## config.mk

```make
export PLATFORM = sky130hd
export DESIGN_NAME = sorted_multiset_table_top
export DESIGN_NICKNAME = d
export VERILOG_FILES = /design/src/hw/rtl/smt_pkg.sv /design/src/hw/rtl/smt_front.sv /design/src/hw/rtl/smt_back.sv /design/src/hw/rtl/smt_rsp_q.sv /design/src/hw/rtl/sorted_multiset_table_top.sv
export SDC_FILE = /design/constraint.sdc
export NUM_CORES = 2
export LEC_CHECK = 0
export BUFFER_PORTS_ARGS = -buffer_cell sky130_fd_sc_hd__buf_2
export CAP_MARGIN = 20
export CORE_UTILIZATION = 55
export CTS_BUF_LIST = sky130_fd_sc_hd__clkbuf_16
export DETAILED_ROUTE_END_ITERATION = 6
export PLACE_DENSITY = 0.72
export SKIP_LAST_GASP = 1
export SLEW_MARGIN = 10
export SYNTH_ARGS = -nofsm -noshare
export SYNTH_HDL_FRONTEND = slang
export SYNTH_SLANG_ARGS = --single-unit
export TNS_END_PERCENT = 10
```

## constraint.sdc

```tcl
create_clock -name i_clk -period 8.55 [get_ports i_clk]
set_input_delay 0.4275 -clock i_clk [delete_from_list [all_inputs] [get_ports i_clk]]
set_output_delay 0.4275 -clock i_clk [all_outputs]
set_load 0.1 [all_outputs]
```

## src/hw/rtl/smt_pkg.sv

```systemverilog
// Shared types and constants for the sorted multiset table.
// Used by smt_front, smt_back, smt_rsp_q and sorted_multiset_table_top.
package smt_pkg;

    localparam int ENTRIES   = 8;
    localparam int IDX_W     = 3;
    localparam int CNT_OUT_W = 4;
    localparam int TOTAL_W   = 32;
    localparam int OP_W      = 3;

    localparam logic [OP_W-1:0] OP_INSERT = 3'd0;
    localparam logic [OP_W-1:0] OP_NEXT   = 3'd1;
    localparam logic [OP_W-1:0] OP_USE    = 3'd2;
    localparam logic [OP_W-1:0] OP_UNUSE  = 3'd3;
    localparam logic [OP_W-1:0] OP_LOAD   = 3'd4;

    typedef enum logic [2:0] {
        K_INSERT,
        K_NEXT,
        K_USE,
        K_UNUSE,
        K_LOAD,
        K_NOP
    } t_kind;

    typedef enum logic [1:0] {
        ST_OK   = 2'd0,
        ST_FULL = 2'd1,
        ST_BAD  = 2'd2
    } t_status;

    typedef struct packed {
        t_kind            kind;
        logic [IDX_W-1:0] idx;
        logic             from_start;
    } t_cmd;

    typedef struct packed {
        logic [IDX_W-1:0]     index;
        logic                 found;
        t_status              status;
        logic [CNT_OUT_W-1:0] entry_count;
        logic [TOTAL_W-1:0]   total;
    } t_rsp;

endpackage

```

## src/hw/rtl/smt_front.sv

```systemverilog
// Front end: accepts transactions, classifies the operation code and
// holds decoded commands in a two-entry queue. Depends on smt_pkg.
module smt_front #(
    parameter int VALUE_WIDTH = 32
) (
    input  logic                         i_clk,
    input  logic                         i_rst_n,
    input  logic                         i_push,
    output logic                         o_full,
    input  logic [smt_pkg::OP_W-1:0]     i_operation,
    input  logic signed [VALUE_WIDTH-1:0] i_value_in,
    input  logic [smt_pkg::IDX_W-1:0]    i_index_in,
    input  logic                         i_from_start,
    output logic                         o_cmd_valid,
    output smt_pkg::t_cmd                o_cmd,
    output logic signed [VALUE_WIDTH-1:0] o_cmd_value,
    input  logic                         i_cmd_take
);
    import smt_pkg::*;

    localparam int DEPTH = 2;

    t_cmd                        r_cmd [DEPTH];
    logic signed [VALUE_WIDTH-1:0] r_val [DEPTH];
    logic                        r_wr_ptr;
    logic                        r_rd_ptr;
    logic [1:0]                  r_cnt;
    t_cmd                        dec;
    logic                        wr_en;
    logic                        rd_en;

    always_comb begin
        dec.idx        = i_index_in;
        dec.from_start = i_from_start;
        case (i_operation)
            OP_INSERT: dec.kind = K_INSERT;
            OP_NEXT:   dec.kind = K_NEXT;
            OP_USE:    dec.kind = K_USE;
            OP_UNUSE:  dec.kind = K_UNUSE;
            OP_LOAD:   dec.kind = K_LOAD;
            default:   dec.kind = K_NOP;
        endcase
    end

    assign o_full      = (r_cnt == 2'(DEPTH));
    assign o_cmd_valid = (r_cnt != 2'd0);
    assign wr_en       = i_push && !o_full;
    assign rd_en       = i_cmd_take && o_cmd_valid;
    assign o_cmd       = r_cmd[r_rd_ptr];
    assign o_cmd_value = r_val[r_rd_ptr];

    always_ff @(posedge i_clk) begin
        if (wr_en) begin
            r_cmd[r_wr_ptr] <= dec;
            r_val[r_wr_ptr] <= i_value_in;
        end
        if (!i_rst_n) begin
            r_wr_ptr <= 1'b0;
            r_rd_ptr <= 1'b0;
            r_cnt    <= 2'd0;
        end else begin
            if (wr_en) r_wr_ptr <= ~r_wr_ptr;
            if (rd_en) r_rd_ptr <= ~r_rd_ptr;
            case ({wr_en, rd_en})
                2'b10:   r_cnt <= r_cnt + 2'd1;
                2'b01:   r_cnt <= r_cnt - 2'd1;
                default: r_cnt <= r_cnt;
            endcase
        end
    end

endmodule

```

## src/hw/rtl/smt_back.sv

```systemverilog
// Back end: the value/count table as a row of cells, executing one command
// per cycle unless result queue is full; gives its result. Uses smt_pkg.
module smt_back #(
    parameter int VALUE_WIDTH = 32,
    parameter int COUNT_WIDTH = 16
) (
    input  logic                          i_clk,
    input  logic                          i_rst_n,
    input  logic                          i_cmd_valid,
    input  smt_pkg::t_cmd                 i_cmd,
    input  logic signed [VALUE_WIDTH-1:0] i_cmd_value,
    output logic                          o_cmd_take,
    input  logic                          i_rsp_full,
    output logic                          o_rsp_push,
    output smt_pkg::t_rsp                 o_rsp,
    output logic signed [VALUE_WIDTH-1:0] o_rsp_value
);
    import smt_pkg::*;

    logic signed [VALUE_WIDTH-1:0] r_val [ENTRIES];
    logic signed [VALUE_WIDTH-1:0] n_val [ENTRIES];
    logic [COUNT_WIDTH-1:0]        r_cnt [ENTRIES];
    logic [COUNT_WIDTH-1:0]        n_cnt [ENTRIES];
    logic [CNT_OUT_W-1:0]          r_used;
    logic [CNT_OUT_W-1:0]          n_used;
    logic [TOTAL_W-1:0]            r_total;
    logic [TOTAL_W-1:0]            n_total;

    logic [ENTRIES-1:0]   live;
    logic [ENTRIES-1:0]   eq;
    logic [ENTRIES-1:0]   gte;      // new value goes at or above this slot
    logic [ENTRIES-1:0]   gte_sh;
    logic [ENTRIES-1:0]   ins_pos;
    logic [ENTRIES-1:0]   hit;
    logic                 any_eq;
    logic                 tab_full;
    logic                 idx_ok;
    logic                 fire;
    logic [CNT_OUT_W-1:0] start;
    logic [COUNT_WIDTH-1:0] sel_cnt;
    logic [IDX_W-1:0]     hit_idx;

    assign fire       = i_cmd_valid && !i_rsp_full;
    assign o_cmd_take = fire;
    assign o_rsp_push = fire;
    assign sel_cnt    = r_cnt[i_cmd.idx];
    assign idx_ok     = {1'b0, i_cmd.idx} < r_used;
    assign tab_full   = (r_used == CNT_OUT_W'(ENTRIES));
    assign start      = i_cmd.from_start ? '0
                        : (CNT_OUT_W'(i_cmd.idx) + CNT_OUT_W'(1));

    always_comb begin
        for (int i = 0; i < ENTRIES; i++) begin
            live[i] = CNT_OUT_W'(i) < r_used;
            eq[i]   = live[i] && (r_val[i] == i_cmd_value);
            gte[i]  = !live[i] || (i_cmd_value > r_val[i]);
            hit[i]  = live[i] && (CNT_OUT_W'(i) >= start) && (r_cnt[i] != '0);
        end
    end

    assign any_eq  = |eq;
    assign gte_sh  = {gte[ENTRIES-2:0], 1'b0};
    assign ins_pos = gte & ~gte_sh;

    // lowest set hit bit
    always_comb begin
        hit_idx = '0;
        for (int i = ENTRIES - 1; i >= 0; i--) begin
            if (hit[i]) hit_idx = IDX_W'(i);
        end
    end

    always_comb begin
        for (int i = 0; i < ENTRIES; i++) begin
            n_val[i] = r_val[i];
            n_cnt[i] = r_cnt[i];
        end
        n_used            = r_used;
        n_total           = r_total;
        o_rsp_value       = '0;
        o_rsp.index       = '0;
        o_rsp.found       = 1'b0;
        o_rsp.status      = ST_OK;

        case (i_cmd.kind)
            K_INSERT: begin
                if (any_eq) begin
                    for (int i = 0; i < ENTRIES; i++) begin
                        if (eq[i] && r_cnt[i] != '1) n_cnt[i] = r_cnt[i] + 1'b1;
                    end
                    if (r_total != '1) n_total = r_total + 1'b1;
                end else if (tab_full) begin
                    o_rsp.status = ST_FULL;
                end else begin
                    for (int i = 1; i < ENTRIES; i++) begin
                        if (gte_sh[i]) begin
                            n_val[i] = r_val[i-1];
                            n_cnt[i] = r_cnt[i-1];
                        end
                    end
                    for (int i = 0; i < ENTRIES; i++) begin
                        if (ins_pos[i]) begin
                            n_val[i] = i_cmd_value;
                            n_cnt[i] = COUNT_WIDTH'(1);
                        end
                    end
                    n_used = r_used + 1'b1;
                    if (r_total != '1) n_total = r_total + 1'b1;
                end
            end
            K_NEXT: begin
                o_rsp.found = |hit;
                o_rsp.index = hit_idx;
            end
            K_USE: begin
                if (!idx_ok || sel_cnt == '0) begin
                    o_rsp.status = ST_BAD;
                end else begin
                    n_cnt[i_cmd.idx] = sel_cnt - 1'b1;
                    o_rsp_value      = r_val[i_cmd.idx];
                end
            end
            K_UNUSE: begin
                if (!idx_ok) begin
                    o_rsp.status = ST_BAD;
                end else if (sel_cnt != '1) begin
                    n_cnt[i_cmd.idx] = sel_cnt + 1'b1;
                end
            end
            K_LOAD: begin
                if (!idx_ok) o_rsp.status = ST_BAD;
                else         o_rsp_value  = r_val[i_cmd.idx];
            end
            default: begin
            end
        endcase

        o_rsp.entry_count = n_used;
        o_rsp.total       = n_total;
    end

    always_ff @(posedge i_clk) begin
        if (fire) begin
            for (int i = 0; i < ENTRIES; i++) r_val[i] <= n_val[i];
        end
        if (!i_rst_n) begin
            for (int i = 0; i < ENTRIES; i++) r_cnt[i] <= '0;
            r_used  <= '0;
            r_total <= '0;
        end else if (fire) begin
            for (int i = 0; i < ENTRIES; i++) r_cnt[i] <= n_cnt[i];
            r_used  <= n_used;
            r_total <= n_total;
        end
    end

endmodule

```

## src/hw/rtl/smt_rsp_q.sv

```systemverilog
// Two-entry result queue between the back end and the result ports.
// Depends on smt_pkg for the result struct.
module smt_rsp_q #(
    parameter int VALUE_WIDTH = 32
) (
    input  logic                          i_clk,
    input  logic                          i_rst_n,
    input  logic                          i_push,
    input  smt_pkg::t_rsp                 i_rsp,
    input  logic signed [VALUE_WIDTH-1:0] i_value,
    output logic                          o_full,
    input  logic                          i_pop,
    output logic                          o_empty,
    output smt_pkg::t_rsp                 o_rsp,
    output logic signed [VALUE_WIDTH-1:0] o_value
);
    import smt_pkg::*;

    localparam int DEPTH = 2;

    t_rsp                          r_rsp [DEPTH];
    logic signed [VALUE_WIDTH-1:0] r_val [DEPTH];
    logic                          r_wr_ptr;
    logic                          r_rd_ptr;
    logic [1:0]                    r_cnt;
    logic                          wr_en;
    logic                          rd_en;

    assign o_full  = (r_cnt == 2'(DEPTH));
    assign o_empty = (r_cnt == 2'd0);
    assign wr_en   = i_push && !o_full;
    assign rd_en   = i_pop && !o_empty;
    assign o_rsp   = r_rsp[r_rd_ptr];
    assign o_value = r_val[r_rd_ptr];

    always_ff @(posedge i_clk) begin
        if (wr_en) begin
            r_rsp[r_wr_ptr] <= i_rsp;
            r_val[r_wr_ptr] <= i_value;
        end
        if (!i_rst_n) begin
            r_wr_ptr <= 1'b0;
            r_rd_ptr <= 1'b0;
            r_cnt    <= 2'd0;
        end else begin
            if (wr_en) r_wr_ptr <= ~r_wr_ptr;
            if (rd_en) r_rd_ptr <= ~r_rd_ptr;
            case ({wr_en, rd_en})
                2'b10:   r_cnt <= r_cnt + 2'd1;
                2'b01:   r_cnt <= r_cnt - 2'd1;
                default: r_cnt <= r_cnt;
            endcase
        end
    end

endmodule

```

## src/hw/rtl/sorted_multiset_table_top.sv

```systemverilog
// Top level of the sorted multiset table: front end, table back end and
// result queue. Depends on smt_pkg, smt_front, smt_back and smt_rsp_q.
//
// Usage: the input side is a queue. Present operation, value, index and
// from_start with i_push; the transaction is taken on an edge where i_push
// is high and o_full is low. The result side is a queue too: while o_empty
// is low the oldest result is on the o_ ports, and it leaves on an edge
// where i_pop is high. Every input transaction yields exactly one result,
// in order.
// The command queue registers each transaction as it is taken. The back end
// executes the command at the head of that queue, comparing the value against
// all entries in parallel, and writes its result into the result queue, whose
// head is on the o_ ports.
// Throughput: one transaction per cycle while results are popped.
// Reset empties both queues, clears all counts, the entry count and the
// insert total. If the receiver stalls, the two-entry result queue fills,
// the back end stops, then the two-entry command queue fills and o_full
// rises; nothing is dropped.
module sorted_multiset_table_top #(
    parameter int VALUE_WIDTH = 32,
    parameter int COUNT_WIDTH = 16
) (
    input  logic                              i_clk,
    input  logic                              i_rst_n,
    input  logic                              i_push,
    output logic                              o_full,
    input  logic [smt_pkg::OP_W-1:0]          i_operation,
    input  logic signed [VALUE_WIDTH-1:0]     i_value_in,
    input  logic [smt_pkg::IDX_W-1:0]         i_index_in,
    input  logic                              i_from_start,
    output logic                              o_empty,
    input  logic                              i_pop,
    output logic signed [VALUE_WIDTH-1:0]     o_value_out,
    output logic [smt_pkg::IDX_W-1:0]         o_index_out,
    output logic                              o_found,
    output logic [1:0]                        o_status,
    output logic [smt_pkg::CNT_OUT_W-1:0]     o_entry_count,
    output logic [smt_pkg::TOTAL_W-1:0]       o_total_inserts
);
    import smt_pkg::*;

    logic                          cmd_valid;
    t_cmd                          cmd;
    logic signed [VALUE_WIDTH-1:0] cmd_value;
    logic                          cmd_take;
    logic                          rsp_full;
    logic                          rsp_push;
    t_rsp                          rsp_in;
    logic signed [VALUE_WIDTH-1:0] rsp_in_value;
    t_rsp                          rsp_out;

    smt_front #(
        .VALUE_WIDTH (VALUE_WIDTH)
    ) u_front (
        .i_clk        (i_clk),
        .i_rst_n      (i_rst_n),
        .i_push       (i_push),
        .o_full       (o_full),
        .i_operation  (i_operation),
        .i_value_in   (i_value_in),
        .i_index_in   (i_index_in),
        .i_from_start (i_from_start),
        .o_cmd_valid  (cmd_valid),
        .o_cmd        (cmd),
        .o_cmd_value  (cmd_value),
        .i_cmd_take   (cmd_take)
    );

    smt_back #(
        .VALUE_WIDTH (VALUE_WIDTH),
        .COUNT_WIDTH (COUNT_WIDTH)
    ) u_back (
        .i_clk       (i_clk),
        .i_rst_n     (i_rst_n),
        .i_cmd_valid (cmd_valid),
        .i_cmd       (cmd),
        .i_cmd_value (cmd_value),
        .o_cmd_take  (cmd_take),
        .i_rsp_full  (rsp_full),
        .o_rsp_push  (rsp_push),
        .o_rsp       (rsp_in),
        .o_rsp_value (rsp_in_value)
    );

    smt_rsp_q #(
        .VALUE_WIDTH (VALUE_WIDTH)
    ) u_rsp_q (
        .i_clk   (i_clk),
        .i_rst_n (i_rst_n),
        .i_push  (rsp_push),
        .i_rsp   (rsp_in),
        .i_value (rsp_in_value),
        .o_full  (rsp_full),
        .i_pop   (i_pop),
        .o_empty (o_empty),
        .o_rsp   (rsp_out),
        .o_value (o_value_out)
    );

    assign o_index_out     = rsp_out.index;
    assign o_found         = rsp_out.found;
    assign o_status        = rsp_out.status;
    assign o_entry_count   = rsp_out.entry_count;
    assign o_total_inserts = rsp_out.total;

endmodule

```

## After elaboration in Yosys (flattened, before gate mapping)

Memory sizes are Yosys's and may differ from the RTL's. A register that Yosys moved wholly into a read port is not among the register bits.
Cells that the tools add are included.
Widths: inputs -> output; s select.

- Output and inout bits: 76
- Bits in registers: 44
- Memories kept: 6
- Bits of input ports: 43
- Bits in writable memories: 610

Memories:

| name | words | width | rd ports | clocked after Yosys merged registers in | wr ports | RTL line | source |
|---|---|---|---|---|---|---|---|
| u_back.r_val | 8 | 32 | 9 | 0 | 8 | smt_back.sv:20 | `logic signed [VALUE_WIDTH-1:0] r_val [ENTRIES];` |
| u_back.r_cnt | 8 | 16 | 9 | 0 | 8 | smt_back.sv:22 | `logic [COUNT_WIDTH-1:0] r_cnt [ENTRIES];` |
| u_rsp_q.r_rsp | 2 | 42 | 1 | 1 | 1 | smt_rsp_q.sv:21 | `t_rsp r_rsp [DEPTH];` |
| u_front.r_val | 2 | 32 | 1 | 1 | 1 | smt_front.sv:24 | `logic signed [VALUE_WIDTH-1:0] r_val [DEPTH];` |
| u_rsp_q.r_val | 2 | 32 | 1 | 1 | 1 | smt_rsp_q.sv:22 | `logic signed [VALUE_WIDTH-1:0] r_val [DEPTH];` |
| u_front.r_cmd | 2 | 7 | 1 | 1 | 1 | smt_front.sv:23 | `t_cmd r_cmd [DEPTH];` |

- Magnitude comparators: 27
- Add/sub/neg operators: 17
- Reductions and logical operators: 77
- Muxes and demuxes: 104
- Bitwise operators: 15
- Equal/unequal tests: 33

Operator list:

| cell | count |
|---|---|
| $mux 256 | 3 |
| $mux 32 | 21 |
| $mux 128 | 5 |
| $mux 16 | 32 |
| $pmux 128 s3 | 1 |
| $bwmux 128 | 2 |
| $eq 32x32->1 | 8 |
| $gt 32x32->1 | 8 |
| $add 16x1->16 const B | 9 |
| $ne 16x16->1 const B | 9 |
| $reduce_bool 16->1 | 8 |
| $pmux 32 s2 | 1 |
| $demux 16 s3 | 1 |
| $logic_and 1x1->1 | 38 |
| $add 32x1->32 const B | 1 |
| $ne 32x32->1 const B | 1 |
| $mux 3 | 8 |
| $mux 4 | 5 |
| $mux 1 | 18 |
| $ge 3x4->1 const A | 4 |
| $logic_not 16->1 | 1 |
| $lt 3x4->1 const A | 4 |
| $reduce_or 8->1 | 2 |
| $sub 16x1->16 const B | 1 |
| 32 further kinds | 82 |

## Logic depth before layout (Yosys ltp)

- Depth after elaboration: 14
- Depth in mapped cells: 20
- Depth with buffers taken out: 15

## By module

From an unflattened synthesis, not the netlist that was laid out.

- Cells, all modules: 4081
- Area total of the unflattened synthesis: 41527.3 sq um

Modules (own cells, without submodules):

| module | cells each | instances | area each (sq um) |
|---|---|---|---|
| smt_back | 3675 | 1 | 32912.8 |
| smt_rsp_q | 256 | 1 | 5554.1 |
| smt_front | 150 | 1 | 3060.4 |

## Worst setup path after synthesis

No wires, ideal clock.

- Path kind: reg2reg
- Start point: reg (tool-made name)
- End point: mem u_back.r_val[7][0], enable pin
- Data arrival time: 5.861 ns
- Slack: 2.257 ns
- Stages on the path, launching flop included: 18
- Path buffers: 6
- Required time: 8.118 ns
- Path through: dfxtp_1 -> buf_6 -> buf_4 -> buf_2 -> buf_2 -> buf_1 -> mux2i_1 -> inv_1 -> ha_1 -> nand4_1 -> or4_1 -> nor3_1 -> and2_1 -> or4_1 -> clkbuf_1 -> nor3_1 -> nand2_1 -> a21oi_1

RTL lines:

| element | RTL line |
|---|---|
| end, declared | smt_back.sv:20 |

==> metrics.log <==
INFO  metric finalClockSkew = 0.02736 ns
INFO  metric seq_area_frac_synth = 0.4664
INFO  metric start_util = 0.5551
INFO  metric ys_async_sr_fraction = 0
INFO  metric mappedNetlistArea = 0.04125 sq mm
INFO  metric tritoncts_clock_tree = yes
INFO  metric core = 0.07432 sq mm
INFO  metric hold_depth = 1
INFO  metric min_from = i_value_in[4]
INFO  metric drt_pass1_iterations = 7
INFO  metric grt_antenna_before_repair = 2
INFO  metric mappedNetlistNets = 4,577
INFO  metric synth-compound-area-share = 0.1715
INFO  metric wire_per_inst = 28.13 um
INFO  metric timing.max_slew.rel_slack = 0.1926
INFO  metric crit_top_cell = sky130_fd_sc_hd__o21ai_0
INFO  metric place_worst_setup_slack = 2.052 ns
INFO  metric post_synth_mux_area_share = 0.03634
INFO  metric routed_via_density = 6.854
INFO  metric nFillCells = 6,195
INFO  metric floorplan.die.height = 275.9 um
INFO  metric synth-simple-area-share = 0.1629
INFO  metric cts_inserted_buffers = 74
INFO  metric worst_path_largest_cell_delay = 0.93 ns
INFO  metric critical_path_arrival = 7.14 ns
INFO  metric tightest_slew = 1.194 ns
INFO  metric max_cap_viol_count = 0
INFO  metric syn_inst = 4,251
INFO  metric final_nets = 4,646
INFO  metric cp.required = 8.90 ns
INFO  metric power.density = 341.2 mW/mm^2
INFO  metric clk_pin_slew = 0.06 ns
INFO  metric number_of_rows_in_the_core_area = 100
INFO  metric io_pins = 119
INFO  metric register_area = 0.01925 sq mm
INFO  metric first_global_vias = 34,340
INFO  metric maximum_number_of_pins_on_one_net_before_global_route_repair = 125
INFO  metric grt_overflow_total = 0
INFO  metric finalSetupViolations = 0
INFO  metric hold_path_class = primary input to flip-flop
INFO  metric crit_chain = buf_4 > mux2i_1 > inv_1 > ha_1 > a21oi_1 > o21ai_0 > a2111oi_0 > a211o_1 > nand4b_1 > o21ai_0 > nand2b_2 > o21ai_0 > a211o_1 > o21ai_0
INFO  metric grt_setup_unrepaired = false
INFO  metric cpMaxStageDelayCell = sky130_fd_sc_hd__o21ai_0
INFO  metric gpl.final_weighted_congestion = 1.090
INFO  metric timing.final.crit_share = 0.7937
INFO  metric power_leakage = 17.73 nW
INFO  metric edff_count_synth = 610
INFO  metric hpwl = 103,500 um
INFO  metric clkSinkCount = 656
INFO  metric first_pass_grt_wire_length = 221,300 um
INFO  metric yosys.area_share.xor_xnor = 0.02244
INFO  metric port_buffers = 118
INFO  metric syn_avg_cell_area = 9.704 sq um
INFO  metric vdd.ir_drop.worst = 0.2958 mV
INFO  metric synth.area.top_cells = sky130_fd_sc_hd__edfxtp_1 (44%), sky130_fd_sc_hd__ha_1 (8.6%), sky130_fd_sc_hd__a21oi_1 (5.7%)
INFO  metric timing.critical_path.from_type = flip-flop
INFO  metric maximum_count_of_clock_buffers_along_a_single_path = 3
INFO  metric drt_iter0_markers = 6,032
INFO  metric clock_insertion_delay_worst_skew = 0.64 ns
INFO  metric failed_checks = DRC
INFO  metric setup-tns-final = 0 ns
INFO  metric synth.lib_cells_used.distinct = 91
INFO  metric run_status = finished with violations
INFO  metric synth-adder-area-share = 0.08584
INFO  metric critical_path_class = flip-flop to flip-flop
INFO  metric layout-drive-gt1-share = 0.1051
INFO  metric die-area = 0.07610 sq mm
INFO  metric yosys_warnings = 0
INFO  metric max_freq = 147.4 MHz
INFO  metric drc = 4
INFO  metric final_critical_path_setup_slack = 1.764 ns
INFO  metric synth_seq_cells = 656
INFO  metric timing.critical_path.to_type = flip-flop
INFO  metric final.min_clock_period = 6.786 ns
INFO  metric netlist.top_cell.by_area = sky130_fd_sc_hd__edfxtp_1
INFO  metric multi_input_area = 0.02006 sq mm
INFO  metric final_power = 15.63 mW
INFO  metric yosys.area.top_type_share = 0.4440
INFO  metric combinational_family_with_the_most_area_after_synthesis = compound AO/OA/AOI/OAI gates
INFO  metric num_antenna_cells = 0
INFO  metric ff2ff_path_depth = 14
INFO  metric drtAntennaViolNets = 0
INFO  metric maxSlewViolCount = 0
INFO  metric rrSetupSlack = 1.76 ns
INFO  metric fp.dieW = 275.9 um
INFO  metric final-hold-violation-count = 0
INFO  metric yosys_most_used_dff = sky130_fd_sc_hd__edfxtp_1
INFO  metric timing.critical_path.fanout_max = 42
INFO  metric final_routed_wirelength_across_all_metal_layers = 150,400 um
INFO  metric syn2layout_area_growth = 11.02%
INFO  metric via_count = 36,641
INFO  metric cts-htree-levels = 3
INFO  metric track_usage = 0.3923
INFO  metric buffer_type_at_the_clock_tree_root = sky130_fd_sc_hd__clkbuf_16
==> synthesized netlist by cell type, drive strengths merged, types with 68 or more instances <==
master and count:
buf 70, inv 344, a21oi 471, nand3 103, o22ai 93, nor3 85
mux2 85, a221oi 73, edfxtp 610, o21ai 183, nor2 391, ha 283
nand4 90, and3 98, nand2 311, clkbuf 162, nor4 68
==> flip-flops by register name, indices dropped and copies added (netlist names), named ones only <==
name,flops
u_back.r_cnt,128
u_back.r_total,32
u_back.r_used,4
u_back.r_val,256
u_front.r_cmd,14
u_front.r_cnt,2
u_front.r_rd_ptr,1
u_front.r_val,64
u_front.r_wr_ptr,1
u_rsp_q.r_cnt,2
u_rsp_q.r_rd_ptr,1
u_rsp_q.r_rsp,84
u_rsp_q.r_val,64
u_rsp_q.r_wr_ptr,1
==> area by class of cell <==
cell class                 instances  share of cell area
clock buffer                      76             0.04153
clock inverter                    57             0.01194
inverter                         344             0.02819
multi-input combinational       3019              0.4380
sequential                       656              0.4202
tap                              969             0.02647
timing repair buffer             225             0.03366
==> layer usage <==
layer / GRT usage / wire length, um
met5: 0 / 27
met4: 0.2073 / 8934
met3: 0.09587 / 20670
met2: 0.5749 / 63280
met1: 0.5362 / 57490
==> where the power goes <==
part	total [mW]	switching (mW)	leakage, nW	internal [mW]
registers	5.03	0.663	6.15	4.37
clock network	3.28	1.38	1.28	1.90
logic	7.31	5.46	10.3	1.85
total	15.6	7.51	17.7	8.12
==> layout by cell type (no fill, tap or decap), types with 17 or more instances in the layout <==
master,count
sky130_fd_sc_hd__a21o_1,18
sky130_fd_sc_hd__ha_1,283
sky130_fd_sc_hd__o221ai_1,39
sky130_fd_sc_hd__dlygate4sd3_1,28
sky130_fd_sc_hd__xor2_1,37
sky130_fd_sc_hd__nor3b_1,57
sky130_fd_sc_hd__o22ai_1,92
sky130_fd_sc_hd__and2_1,48
sky130_fd_sc_hd__inv_1,363
sky130_fd_sc_hd__nor2b_1,20
sky130_fd_sc_hd__mux2i_1,47
sky130_fd_sc_hd__nand4_1,89
sky130_fd_sc_hd__nor4_1,64
sky130_fd_sc_hd__clkbuf_16,76
sky130_fd_sc_hd__nor2_1,381
sky130_fd_sc_hd__a31oi_1,37
sky130_fd_sc_hd__nor3_1,85
sky130_fd_sc_hd__a211oi_1,28
sky130_fd_sc_hd__o21ai_0,170
sky130_fd_sc_hd__a21oi_1,463
sky130_fd_sc_hd__nand2_1,308
sky130_fd_sc_hd__a221oi_1,73
sky130_fd_sc_hd__o21a_1,23
sky130_fd_sc_hd__o211ai_1,25
sky130_fd_sc_hd__dfxtp_1,44
sky130_fd_sc_hd__nand2b_1,17
sky130_fd_sc_hd__buf_2,118
sky130_fd_sc_hd__edfxtp_1,610
sky130_fd_sc_hd__xnor2_1,61
sky130_fd_sc_hd__nand3_1,102
sky130_fd_sc_hd__and3_1,97
sky130_fd_sc_hd__buf_4,74
sky130_fd_sc_hd__mux2_2,81
==> worst max-delay path: cells and delay by family (launching register included) <==
family | cells | cell delay (ns)
AO/OA/AOI/OAI | 8 | 2.92
AND/OR/NAND/NOR | 2 | 1.03
flip-flops | 1 | 0.86
buffers and inverters | 2 | 0.82
adder cells (fa/ha/maj) | 1 | 0.42
multiplexers | 1 | 0.38
==> repair_timing <==
action / 4_1_cts / 5_1_grt
hold buffers: 27 / 1
endpoints found under the hold margin: 54 / 2
buffers inserted: 0 / 0
resized for setup: 0 / 0
==> cell families (layout without fill, tap and decap cells) <==
group	Yosys count	in the layout
and+or+nand+nor	1359	1359
AOI/OAI and AO/OA	1138	1138
DFF	656	656
buffers and inverters	576	702
adders and majority gates	283	283
muxes	135	135
xor gates and xnor gates	104	104
==> worst paths after layout <==
kind / to
setup / recovery: u_back.r_cnt[6][14]
hold / removal: u_front.r_val[0][4]
hold reg to reg: u_rsp_q.r_cnt[1]
setup reg to reg: u_back.r_cnt[6][14]
==> through the flow <==
| step | cells | hold WS [ns] | utilization | area [sq um] |
|---|---|---|---|---|
| final | 5346 | 0.02726 | 0.6162 | 45800 |
| after global routing | 5346 | 0.02070 | 0.6162 | 45800 |
| after CTS | 5342 | 0.001291 | 0.6152 | 45720 |
| after detailed placement | 5182 | 0.5093 | 0.5786 | 43000 |
| after global placement | 5181 | 0.5004 | 0.5782 | 42980 |
| after floorplan | 4251 | 0.4775 | - | 41250 |
No activity file was read; power rests on OpenSTA's default activity.
